## src/rtl/core/gbs_pkg.sv

```systemverilog
`default_nettype none
// ----------------------------------------------------------------------------
// Gillespie binding step: shared definitions
// Widths, constants, controller states, datapath commands and status.
// ----------------------------------------------------------------------------
package gbs_pkg;

    localparam int MAX_BINS = 4096;
    localparam int ADDR_W   = (MAX_BINS > 1) ? $clog2(MAX_BINS) : 1;
    localparam int NB_W     = $clog2(MAX_BINS + 1);

    localparam int CNT_W    = 27;
    localparam int RATE_W   = 32;
    localparam int RND_W    = 32;
    localparam int BINF_W   = 12;
    localparam int BINS_W   = 13;
    localparam int CFG_W    = 32;
    localparam int CIDX_W   = 2;
    localparam int TS_W     = 64;

    localparam int PROD_W   = RATE_W + CNT_W;
    localparam int PS_W     = PROD_W + 1;
    localparam int ACC_W    = PS_W + ADDR_W;
    localparam int THR_W    = ACC_W + RND_W;
    localparam int THR_CH   = (ACC_W + 31) / 32;
    localparam int APAD_W   = THR_CH * 32;
    localparam int CMP_W    = (BINS_W > NB_W) ? BINS_W : NB_W;

    localparam int NL_W     = 38;
    localparam int L_W      = NL_W + 32;
    localparam int NUM_W    = L_W + 16;
    localparam int FRAC_N   = 32;
    localparam int K_W      = $clog2(NUM_W + 1);

    localparam logic [31:0] LN2_Q32 = 32'hB17217F8;
    localparam logic [BINS_W-1:0] BINS_RESET = BINS_W'(4096);

    typedef enum logic [CIDX_W-1:0] {
        CFG_TOTAL  = 2'd0,
        CFG_UNBIND = 2'd1,
        CFG_BINS   = 2'd2,
        CFG_SPARE  = 2'd3
    } t_cfg_idx;

    typedef enum logic [3:0] {
        S_CLEAR, S_IDLE, S_SUM, S_THR_MUL, S_THR_ADD, S_SEL_GO, S_SEL, S_UPD,
        S_NORM, S_SQ, S_LN0, S_LN1, S_LN2, S_DIV_INIT, S_DIV, S_OUT
    } t_state;

    typedef enum logic [3:0] {
        OP_NONE, OP_CLEAR, OP_LOAD, OP_STEP, OP_THR_MUL, OP_THR_ADD, OP_SEL_START,
        OP_UPDATE, OP_NORM, OP_SQ, OP_LN0, OP_LN1, OP_LN2, OP_DIV_INIT, OP_DIV,
        OP_OUT
    } t_op;

    typedef struct packed {
        t_op  op;
        logic k_clr;
    } t_cmd;

    typedef struct packed {
        logic sweep_busy;
        logic clear_last;
        logic a0_zero;
        logic thr_last;
        logic norm_done;
        logic sq_last;
        logic div_last;
        logic out_free;
    } t_stat;

endpackage
`default_nettype wire

```

## src/rtl/core/gbs_ctrl.sv

```systemverilog
`default_nettype none
// ----------------------------------------------------------------------------
// Gillespie binding step: controller
// Sequences the clearing pass, loads, the two bin sweeps, the logarithm,
// the divider and the result hand-off.
// ----------------------------------------------------------------------------
module gbs_ctrl
    import gbs_pkg::*;
(
    input  wire logic  i_clk,
    input  wire logic  i_rst_n,
    input  wire logic  i_in_acc,
    input  wire logic  i_in_mode,
    input  wire t_stat i_stat,
    output logic       o_in_ready,
    output t_cmd       o_cmd
);

    t_state r_state, n_state;

    always_ff @(posedge i_clk) begin
        if (!i_rst_n) begin
            r_state <= S_CLEAR;
        end else begin
            r_state <= n_state;
        end
    end

    always_comb begin
        n_state     = r_state;
        o_cmd.op    = OP_NONE;
        o_cmd.k_clr = 1'b0;
        o_in_ready  = 1'b0;
        unique case (r_state)
            S_CLEAR: begin
                o_cmd.op = OP_CLEAR;
                if (i_stat.clear_last) n_state = S_IDLE;
            end
            S_IDLE: begin
                o_in_ready = 1'b1;
                if (i_in_acc) begin
                    if (i_in_mode) begin
                        o_cmd.op    = OP_STEP;
                        o_cmd.k_clr = 1'b1;
                        n_state     = S_SUM;
                    end else begin
                        o_cmd.op = OP_LOAD;
                    end
                end
            end
            S_SUM: begin
                if (!i_stat.sweep_busy) begin
                    n_state = i_stat.a0_zero ? S_OUT : S_THR_MUL;
                end
            end
            S_THR_MUL: begin
                o_cmd.op = OP_THR_MUL;
                n_state  = S_THR_ADD;
            end
            S_THR_ADD: begin
                o_cmd.op = OP_THR_ADD;
                n_state  = i_stat.thr_last ? S_SEL_GO : S_THR_MUL;
            end
            S_SEL_GO: begin
                o_cmd.op = OP_SEL_START;
                n_state  = S_SEL;
            end
            S_SEL: begin
                if (!i_stat.sweep_busy) n_state = S_UPD;
            end
            S_UPD: begin
                o_cmd.op = OP_UPDATE;
                n_state  = S_NORM;
            end
            S_NORM: begin
                if (i_stat.norm_done) begin
                    o_cmd.k_clr = 1'b1;
                    n_state     = S_SQ;
                end else begin
                    o_cmd.op = OP_NORM;
                end
            end
            S_SQ: begin
                o_cmd.op = OP_SQ;
                if (i_stat.sq_last) n_state = S_LN0;
            end
            S_LN0: begin
                o_cmd.op = OP_LN0;
                n_state  = S_LN1;
            end
            S_LN1: begin
                o_cmd.op = OP_LN1;
                n_state  = S_LN2;
            end
            S_LN2: begin
                o_cmd.op = OP_LN2;
                n_state  = S_DIV_INIT;
            end
            S_DIV_INIT: begin
                o_cmd.op    = OP_DIV_INIT;
                o_cmd.k_clr = 1'b1;
                n_state     = S_DIV;
            end
            S_DIV: begin
                o_cmd.op = OP_DIV;
                if (i_stat.div_last) n_state = S_OUT;
            end
            S_OUT: begin
                if (i_stat.out_free) begin
                    o_cmd.op = OP_OUT;
                    n_state  = S_IDLE;
                end
            end
            default: n_state = S_CLEAR;
        endcase
    end

endmodule
`default_nettype wire

```

## config.mk

```make
export PLATFORM = sky130hd
export DESIGN_NAME = gbs_ctrl
export DESIGN_NICKNAME = d
export VERILOG_FILES = /design/src/rtl/core/gbs_pkg.sv /design/src/rtl/core/gbs_ctrl.sv
export SDC_FILE = /design/constraint.sdc
export NUM_CORES = 1
export LEC_CHECK = 0
export BUFFER_PORTS_ARGS = -buffer_cell sky130_fd_sc_hd__buf_4
export CAP_MARGIN = 20
export CORE_AREA = 5 5 42 44
export CTS_BUF_LIST = sky130_fd_sc_hd__clkbuf_2
export DETAILED_ROUTE_END_ITERATION = 12
export DIE_AREA = 0 0 47 49
export GPL_ROUTABILITY_DRIVEN = 0
export PLACE_DENSITY = 0.57
export REMOVE_ABC_BUFFERS = 1
export SLEW_MARGIN = 20
export SYNTH_ARGS = -nofsm -noshare
export SYNTH_HDL_FRONTEND = slang
export SYNTH_SLANG_ARGS = --single-unit
export TNS_END_PERCENT = 100
```

## constraint.sdc

```tcl
create_clock -name i_clk -period 2 [get_ports i_clk]
set_input_delay 0.1 -clock i_clk [delete_from_list [all_inputs] [get_ports i_clk]]
set_output_delay 0.1 -clock i_clk [all_outputs]
set_load 0.005 [all_outputs]
```

==> flow_summary_export.csv, run 1 <==
group,metric,value,unit
status,status,"finished, final reports clean",
final_layout,drive_gt1_frac,0.286,
die,std_cell_rows,14,
detailed_routing,drt-vias-per-instance,5.70,
die,dieArea,0.00230,mm2
critical_path,crit_fanout,11,
final_layout,areaGrowthSynthToFinish,31.7,%
yosys,synth-xor-area-share,0,
pwr,swShare,0.385,
timing,max_freq,0.598,GHz
final_layout,finish.utilization,0.430,
pwr,sequentialPowerShare,0.312,
detailed_routing,drc,0,
critical_path,end_kind,"output port",
yosys,synthArstFlopShare,0,
timing,slew_viol_final,0,
timing,rsz0062_at_grt,"no",
yosys,syn_avg_cell_area,6.73,um2
critical_path,start_kind,"flop",
yosys,synth_edf_count,0,
grt,grt_pass1_vias,570,
critical_path,path_class,"reg2out",
critical_path,cp.arrival,1570,ps
timing,hold_viol,0,
clocking,post_cts_buffers,0,
pwr,p_comb_frac,0.465,
yosys,synth_compound_area_frac,0.404,
grt,grt_max_degree,18,
grt,grt_pass1_wl,2.40,mm
final_layout,fin_nets,98,
yosys,yosys.cell_types.count,28,
clocking,path_clk_slew,40,ps
final_layout,top_register,"r_state",
yosys,synth_cells,68,
yosys,synthSimpleGateAreaFrac,0.257,
final_layout,largest_reg_flops,4,
timing,tightest_slew,536,ps
grt,grt_remaining_overflow,0,
pwr,irDropWorstVdd,248,uV
yosys,synth_flop_cell,"dfxtp_1",
die,start_util,0.327,
timing,fin_crit_sh,0.837,
pwr,pwr-share-clk,0.223,
die,die_y,49,um
detailed_routing,ant_nets,0,
yosys,synth_mux_area_frac,0.0437,
clocking,max-clock-path-buffers,2,
timing,timing.hold.ws,175,ps
grt,antenna_found_initial,0,
clocking,cts_tree,"built",
yosys,yosys_warnings,0,
die,dieWidth,47,um
pwr,p_int,0.000208,W
clocking,cts_hold_buf,0,
timing,slew_headroom,0.642,
placed_design,dpl.hpwl,1.05,mm
timing,period_needed,1670,ps
timing,fin_setup_tns,0,ps
detailed_routing,avgRoutedWirePerCell,14.1,um
die,io_pins,18,
clocking,clkLatencyLatePin,210,ps
pwr,switching_power,0.000130,W
clocking,clock_sink_count,4,
pwr,p_leak,0.242,nW
clocking,ctsResizeCount,0,
timing,fin_worst_skew,1.13,ps
clocking,clock-root-buffer,"clkbuf_2",
yosys,ys_ff_latch,4,
clocking,htreeDepth,1,
final_layout,layout_commonest_cell,"buf_4",
pwr,power_density,559,mW/mm2
flow_run,drv_cap,0,
timing,final-setup-viol-count,0,
final_layout,fillers,160,
detailed_routing,drt_wl_total,1.41,mm
detailed_routing,dr.pass1.iters,4,
final_layout,stdcell_count,100,
clocking,cts_buffers,3,
placed_design,dpl.cell_count,97,
yosys,syn_area,458,um2
detailed_routing,drtIter0Drc,14,
final_layout,reg_top3,"r_state (4)",
hold_path,min_path_type,"in2reg",
final_layout,n_antenna_cell,0,
placed_design,port_buffers,17,
final_layout,final_cell_mix,"20 x buf_4, 8 x a21oi_1, 8 x o21ai_0",
yosys,synth_top_family_by_area,"compound AO/OA/AOI/OAI gates",
detailed_routing,vias,570,
yosys,ys_seq_area_frac,0.175,
grt,grt_use_total,0.140,
critical_path,cp.required,1900,ps
die,core,0.00140,mm2
yosys,yosys.area_share.adder,0,
## power by group through the flow
stage               clock [W]  combinational, W  sequential [W]
global placement            0          0.000158        0.000107
CTS                 0.0000774          0.000157        0.000105
detailed placement          0          0.000156        0.000106
global route        0.0000798          0.000175        0.000108
finish              0.0000751          0.000157        0.000105
floorplan                   0         0.0000754        0.000110
## routing by layer
| layer | vias to the layer above | wire (um) | track usage |
|---|---|---|---|
| li1 | 289 | - | - |
| met1 | 260 | 664 | 0.182 |
| met2 | 21 | 690 | 0.208 |
| met3 | 0 | 57 | 0.0406 |
| met4 | 0 | 0 | 0.0599 |
| met5 | - | 0 | 0 |
## kinds of logic after synthesis
kind of cell	count (synthesis)
flip-flops	4
buffers and inverters	11
AND/OR/NAND/NOR	23
AO/OA/AOI/OAI	28
multiplexers	2
## critical path, stage by stage (launching register included)
cell and delay (ps):
dfxtp_1 550, buf_4 250, nand2_1 80, o21ai_0 220, a221oi_1 110, buf_4 150
## metrics by stage
step	setup WS [ps]	power, W	area (um2)
6_report	327	0.000337	603
3_3_place_gp	530	0.000264	588
5_1_grt	151	0.000363	603
4_1_cts	319	0.000339	603
2_1_floorplan	602	0.000186	418
3_5_place_dp	531	0.000263	588
## Yosys cell counts, drive strengths merged (2+ instances only)
cell type | number | area [um2]
nand2b | 2 | 12.5
dfxtp | 4 | 80.1
nand2 | 6 | 22.5
o21ai | 8 | 40.0
a221oi | 3 | 26.3
nor2 | 5 | 18.8
buf | 7 | 40.0
nand3 | 2 | 10.0
a31oi | 2 | 12.5
inv | 4 | 15.0
a21oi | 8 | 40.0
mux2i | 2 | 20.0
## worst paths after layout
kind                                              start                 endpoint  slack [ps]  depth (start not counted)
worst min register to register  r_state[1]$_SDFFE_PN0P_  r_state[3]$_SDFFE_PN0P_         660                          2
worst min-delay path                            i_rst_n  r_state[1]$_SDFFE_PN0P_         180                          3
worst max-delay path            r_state[3]$_SDFFE_PN0P_                 o_cmd[1]         330                          5
worst max register to register  r_state[2]$_SDFFE_PN0P_  r_state[3]$_SDFFE_PN0P_         510                          4
## final cells by class
cell class | instances | area (um2) | area share
Timing Repair Buffer | 20 | 150 | 0.249
Tap cell | 16 | 20.0 | 0.0332
Sequential cell | 4 | 80.1 | 0.133
Multi-Input combinational cell | 53 | 323 | 0.535
Inverter | 4 | 15.0 | 0.0249
Clock buffer | 3 | 15.0 | 0.0249
(Power assumes the default switching activity.)
==> run 2, diff against run 1 <==
Settings changed: PLACE_DENSITY 0.57 to 0.59.
Clock period 2 ns to 1.44 ns, I/O delays scaled along.
==> run 2 against run 1 <==
Net effect: sequential power up 36%; die area unchanged; routed wire length down 0.99%; register-to-register slack got worse by 360 ps; final cell count increased by 7.0%; sequential cell count did not move; hold slack got worse by 39 ps; global-route usage decreased by 1.1 points; via count is 3.2% higher; clock-buffer cell count did not move.
==> flow_summary_export.csv, run 2 (same netlist as run 1, synthesis figures left out) <==
group,metric,value,unit
critical_path,crit_family,"flip-flops",
die,std_cell_rows,14,
timing,period_needed,1360,ps
critical_path,crit_fanout,5,
clocking,htreeDepth,1,
final_layout,top_register,"r_state",
detailed_routing,drt-vias-per-instance,5.50,
detailed_routing,vias,588,
timing,rsz0062_at_grt,"yes",
pwr,irDropWorstVdd,453,uV
grt,grt_max_degree,12,
grt,grt_remaining_overflow,0,
critical_path,cp.arrival,1290,ps
die,dieArea,0.00230,mm2
final_layout,areaGrowthSynthToFinish,48.1,%
critical_path,crit_path_top_delay_cell,"dfxtp_4",
critical_path,crit_path_max_incr_delay,370,ps
hold_path,min_path_type,"in2reg",
detailed_routing,dr.pass1.iters,4,
final_layout,finish.utilization,0.484,
final_layout,reg_top3,"r_state (4)",
final_layout,largest_reg_flops,4,
clocking,cts_hold_buf,0,
detailed_routing,ant_nets,0,
timing,hold_viol,0,
timing,max_freq,0.736,GHz
timing,timing.hold.ws,136,ps
die,io_pins,18,
detailed_routing,drt_wl_total,1.40,mm
final_layout,drive_gt1_frac,0.418,
placed_design,dpl.hpwl,1.05,mm
final_layout,fin_nets,105,
timing,tightest_slew,288,ps
placed_design,port_buffers,17,
timing,fin_crit_sh,0.944,
clocking,max-clock-path-buffers,2,
grt,grt_use_total,0.129,
flow_run,drv_cap,0,
pwr,power_density,756,mW/mm2
timing,fin_worst_skew,0.164,ps
critical_path,start_kind,"flop",
critical_path,end_kind,"output port",
critical_path,path_buf_inv,2,
clocking,path_clk_slew,50,ps
detailed_routing,avgRoutedWirePerCell,13.1,um
die,start_util,0.327,
pwr,p_total,0.000512,W
critical_path,cp.required,1370,ps
clocking,clock_sink_count,4,
pwr,p_leak,0.285,nW
timing,fin_setup_tns,0,ps
clocking,clock-root-buffer,"clkbuf_2",
timing,slew_headroom,0.806,
clocking,cts_buffers,3,
clocking,clkLatencyLatePin,220,ps
die,core,0.00140,mm2
critical_path,crit_chain,"inv_4 -> or3_1 -> o21ai_1 -> a21oi_1 -> buf_4",
grt,grt_pass1_wl,2.25,mm
die,dieWidth,47,um
final_layout,final_cell_mix,"26 x buf_4, 8 x a21oi_1, 6 x o21ai_0, 6 x nand2_1, 5 x nor2_1",
final_layout,fillers,152,
final_layout,stdcell_count,107,
detailed_routing,drc,0,
final_layout,layout_commonest_cell,"buf_4",
grt,antenna_found_initial,0,
placed_design,dpl.cell_count,102,
detailed_routing,drtIter0Drc,8,
status,status,"finished, final reports clean",
clocking,cts_tree,"built",
grt,grt_pass1_vias,567,
timing,slew_viol_final,0,
timing,final-setup-viol-count,0,
critical_path,path_class,"reg2out",
die,die_y,49,um
final_layout,n_antenna_cell,0,
run 2: path summary, 6_finish.rpt:
path                           startpoint  cells after the start  slack (ps)                      end
setup / recovery  r_state[0]$_SDFFE_PN0P_                      5          80                 o_cmd[3]
setup reg to reg  r_state[3]$_SDFFE_PN0P_                      5         150  r_state[3]$_SDFFE_PN0P_
hold / removal                    i_rst_n                      3         140  r_state[1]$_SDFFE_PN0P_
hold reg to reg   r_state[1]$_SDFFE_PN0P_                      2         580  r_state[3]$_SDFFE_PN0P_
run 2: cell type report:
type	count	area, um2	share of cell area
Clock buffer	3	15.0	0.0221
Inverter	4	17.5	0.0258
Multi-Input combinational cell	53	329	0.485
Sequential cell	4	90.1	0.133
Tap cell	16	20.0	0.0295
Timing Repair Buffer	27	206	0.304
run 2: timing repair:
| action | in CTS | in global routing |
|---|---|---|
| pin swaps | 1 | 3 |
| setup endpoints to repair | 4 | 3 |
| resized for setup | 8 | 5 |
| buffers inserted | 0 | 2 |
run 2: report_power, final:
group / internal, W / switching, W
Clock: 0.0000561 / 0.0000524
Combinational: 0.000138 / 0.000123
Sequential: 0.000123 / 0.0000206
run 2: worst register-to-register path: stages, from the launching register on:
cell and delay (ps):
dfxtp_4 370, buf_4 140, mux2i_1 120, a32oi_2 220, a31oi_1 120, a311oi_1 230
run 2: metal layers:
metal	GRT usage	share of wire	vias to the layer above
met5	0	0	-
met4	0.0553	0.010	0
met3	0.0443	0.054	2
met2	0.183	0.47	22
met1	0.171	0.46	262
li1	-	-	302
run 2: metrics by stage:
step           area [um2]  worst slack (ps)
6_report              678              81.2
5_1_grt               678             -15.5
4_1_cts               654              15.1
3_5_place_dp          626              40.2
3_3_place_gp          626              37.6
2_1_floorplan         418              42.1
==> run 3, diff against run 2 <==
Settings changed: CORE_AREA 5 5 42 44 to 2 2 39 41, DIE_AREA 0 0 47 49 to 0 0 41 43.
==> run 3 against run 2 <==
Net effect: sequential share of layout area is 0.22 points higher; final cell count up 0.93%; clock-buffer cell count unchanged; clock power about the same; clock skew increased by 13 ps; hold slack improved by 5.3 ps; core utilization rose by 1.2 points; combinational power barely moved.
==> flow_summary_export.csv, run 3 (same netlist as run 1, synthesis figures left out) <==
group,metric,value,unit
clocking,max-clock-path-buffers,2,
critical_path,crit_fanout,5,
timing,hold_viol,0,
detailed_routing,drc,0,
flow_run,drv_cap,0,
critical_path,cp.arrival,1330,ps
die,dieArea,0.00176,mm2
final_layout,n_antenna_cell,0,
pwr,irDropWorstVdd,281,uV
detailed_routing,avgRoutedWirePerCell,13.4,um
die,dieWidth,41,um
clocking,path_clk_slew,60,ps
timing,tightest_slew,319,ps
timing,fin_setup_tns,0,ps
detailed_routing,drt-vias-per-instance,5.68,
detailed_routing,ant_nets,0,
timing,final-setup-viol-count,0,
critical_path,crit_chain,"inv_1 -> or3_1 -> o21ai_0 -> a21oi_1 -> buf_4",
die,die_y,43,um
hold_path,min_path_type,"in2reg",
final_layout,finish.utilization,0.495,
final_layout,finish.instance_area,686,um2
grt,grt_pass1_vias,524,
timing,slew_viol_final,0,
die,core,0.00138,mm2
timing,slew_headroom,0.785,
final_layout,final_cell_mix,"27 x buf_4, 8 x a21oi_1, 7 x o21ai_0",
clocking,cts_buffers,3,
timing,max_freq,0.716,GHz
pwr,power_density,739,mW/mm2
timing,fin_crit_sh,0.970,
critical_path,cp.required,1370,ps
final_layout,drive_gt1_frac,0.402,
critical_path,r2r_setup_slack,160,ps
timing,period_needed,1400,ps
grt,antenna_found_initial,0,
clocking,cts_hold_buf,0,
clocking,clock_sink_count,4,
clocking,cts_tree,"built",
detailed_routing,dr.pass1.iters,4,
pwr,p_total,0.000507,W
final_layout,fin_nets,106,
timing,fin_worst_skew,13.1,ps
placed_design,pre_cts_slack,53.1,ps
final_layout,top_register,"r_state",
detailed_routing,drt_wl_total,1.45,mm
die,std_cell_rows,14,
placed_design,port_buffers,17,
final_layout,reg_top3,"r_state (4)",
grt,grt_use_total,0.175,
critical_path,end_kind,"output port",
placed_design,dpl.hpwl,1.07,mm
grt,grt_remaining_overflow,0,
critical_path,start_kind,"flop",
grt,grt_max_degree,11,
final_layout,areaGrowthSynthToFinish,49.7,%
grt,grt_pass1_wl,2.18,mm
critical_path,crit_path_top_delay_cell,"dfxtp_4",
pwr,p_leak,0.289,nW
detailed_routing,vias,613,
critical_path,path_class,"reg2out",
final_layout,largest_reg_flops,4,
clocking,clock-root-buffer,"clkbuf_2",
timing,setup_slack,42.5,ps
timing,rsz0062_at_grt,"yes",
die,start_util,0.331,
critical_path,crit_path_max_incr_delay,370,ps
placed_design,placed_area,633,um2
detailed_routing,drtIter0Drc,17,
final_layout,layout_commonest_cell,"buf_4",
clocking,clkLatencyLatePin,220,ps
clocking,htreeDepth,1,
status,status,"finished, final reports clean",
die,io_pins,18,
[run 3: cell types whose count changed in the layout (fill, tap and decap cells not counted), sizes merged]
cell  previous run  this run
buf             27        28
[run 3: path summary, 6_finish.rpt]
kind | end | start | depth (start not counted)
worst max-delay path | o_cmd[3] | r_state[0]$_SDFFE_PN0P_ | 5
worst min-delay path | r_state[3]$_SDFFE_PN0P_ | i_rst_n | 3
worst max register to register | r_state[3]$_SDFFE_PN0P_ | r_state[3]$_SDFFE_PN0P_ | 4
worst min register to register | r_state[2]$_SDFFE_PN0P_ | r_state[2]$_SDFFE_PN0P_ | 2
[run 3: cell type report]
cell class                 instances  area [um2]
inverter                           4        15.0
sequential                         4        92.6
multi-input combinational         53         329
clock buffer                       3        15.0
fill                             148         698
tap                               16        20.0
timing repair buffer              28         214
[run 3: power breakdown]
| group | internal (W) | switching (W) | total (W) |
|---|---|---|---|
| logic | 0.000136 | 0.000125 | 0.000261 |
| clock network | 0.0000562 | 0.0000514 | 0.000108 |
| registers | 0.000121 | 0.0000167 | 0.000138 |
| total | 0.000314 | 0.000193 | 0.000507 |
[run 3: timing repair]
item | CTS | global route
setup endpoints to repair | 4 | 6
resized for setup | 3 | 7
cloned | 0 | 0
pin swaps | 0 | 2
buffers inserted | 0 | 2
[run 3: through the flow]
| step | hold slack [ps] | instances |
|---|---|---|
| CTS | 129 | 106 |
| floorplan | 195 | 61 |
| finish | 142 | 108 |
| global route | 140 | 108 |
| detailed placement | 369 | 103 |
| global placement | 374 | 103 |
[run 3: per-layer routing]
layer  wire length [um]  vias up  part of all wire  track usage
li1                   -      306                 -            -
met1                676      288              0.47        0.233
met2                696       19              0.48        0.272
met3                 72        0             0.050       0.0471
met4                  0        0                 0       0.0400
met5                  0        -                 0            0
[run 3: worst max-delay path: cells and delay by family (launching register included)]
family / cells / cell delay, ps
AOI/OAI and AO/OA: 2 / 170
DFF: 1 / 370
buffers and inverters: 2 / 210
and+or+nand+nor: 1 / 360
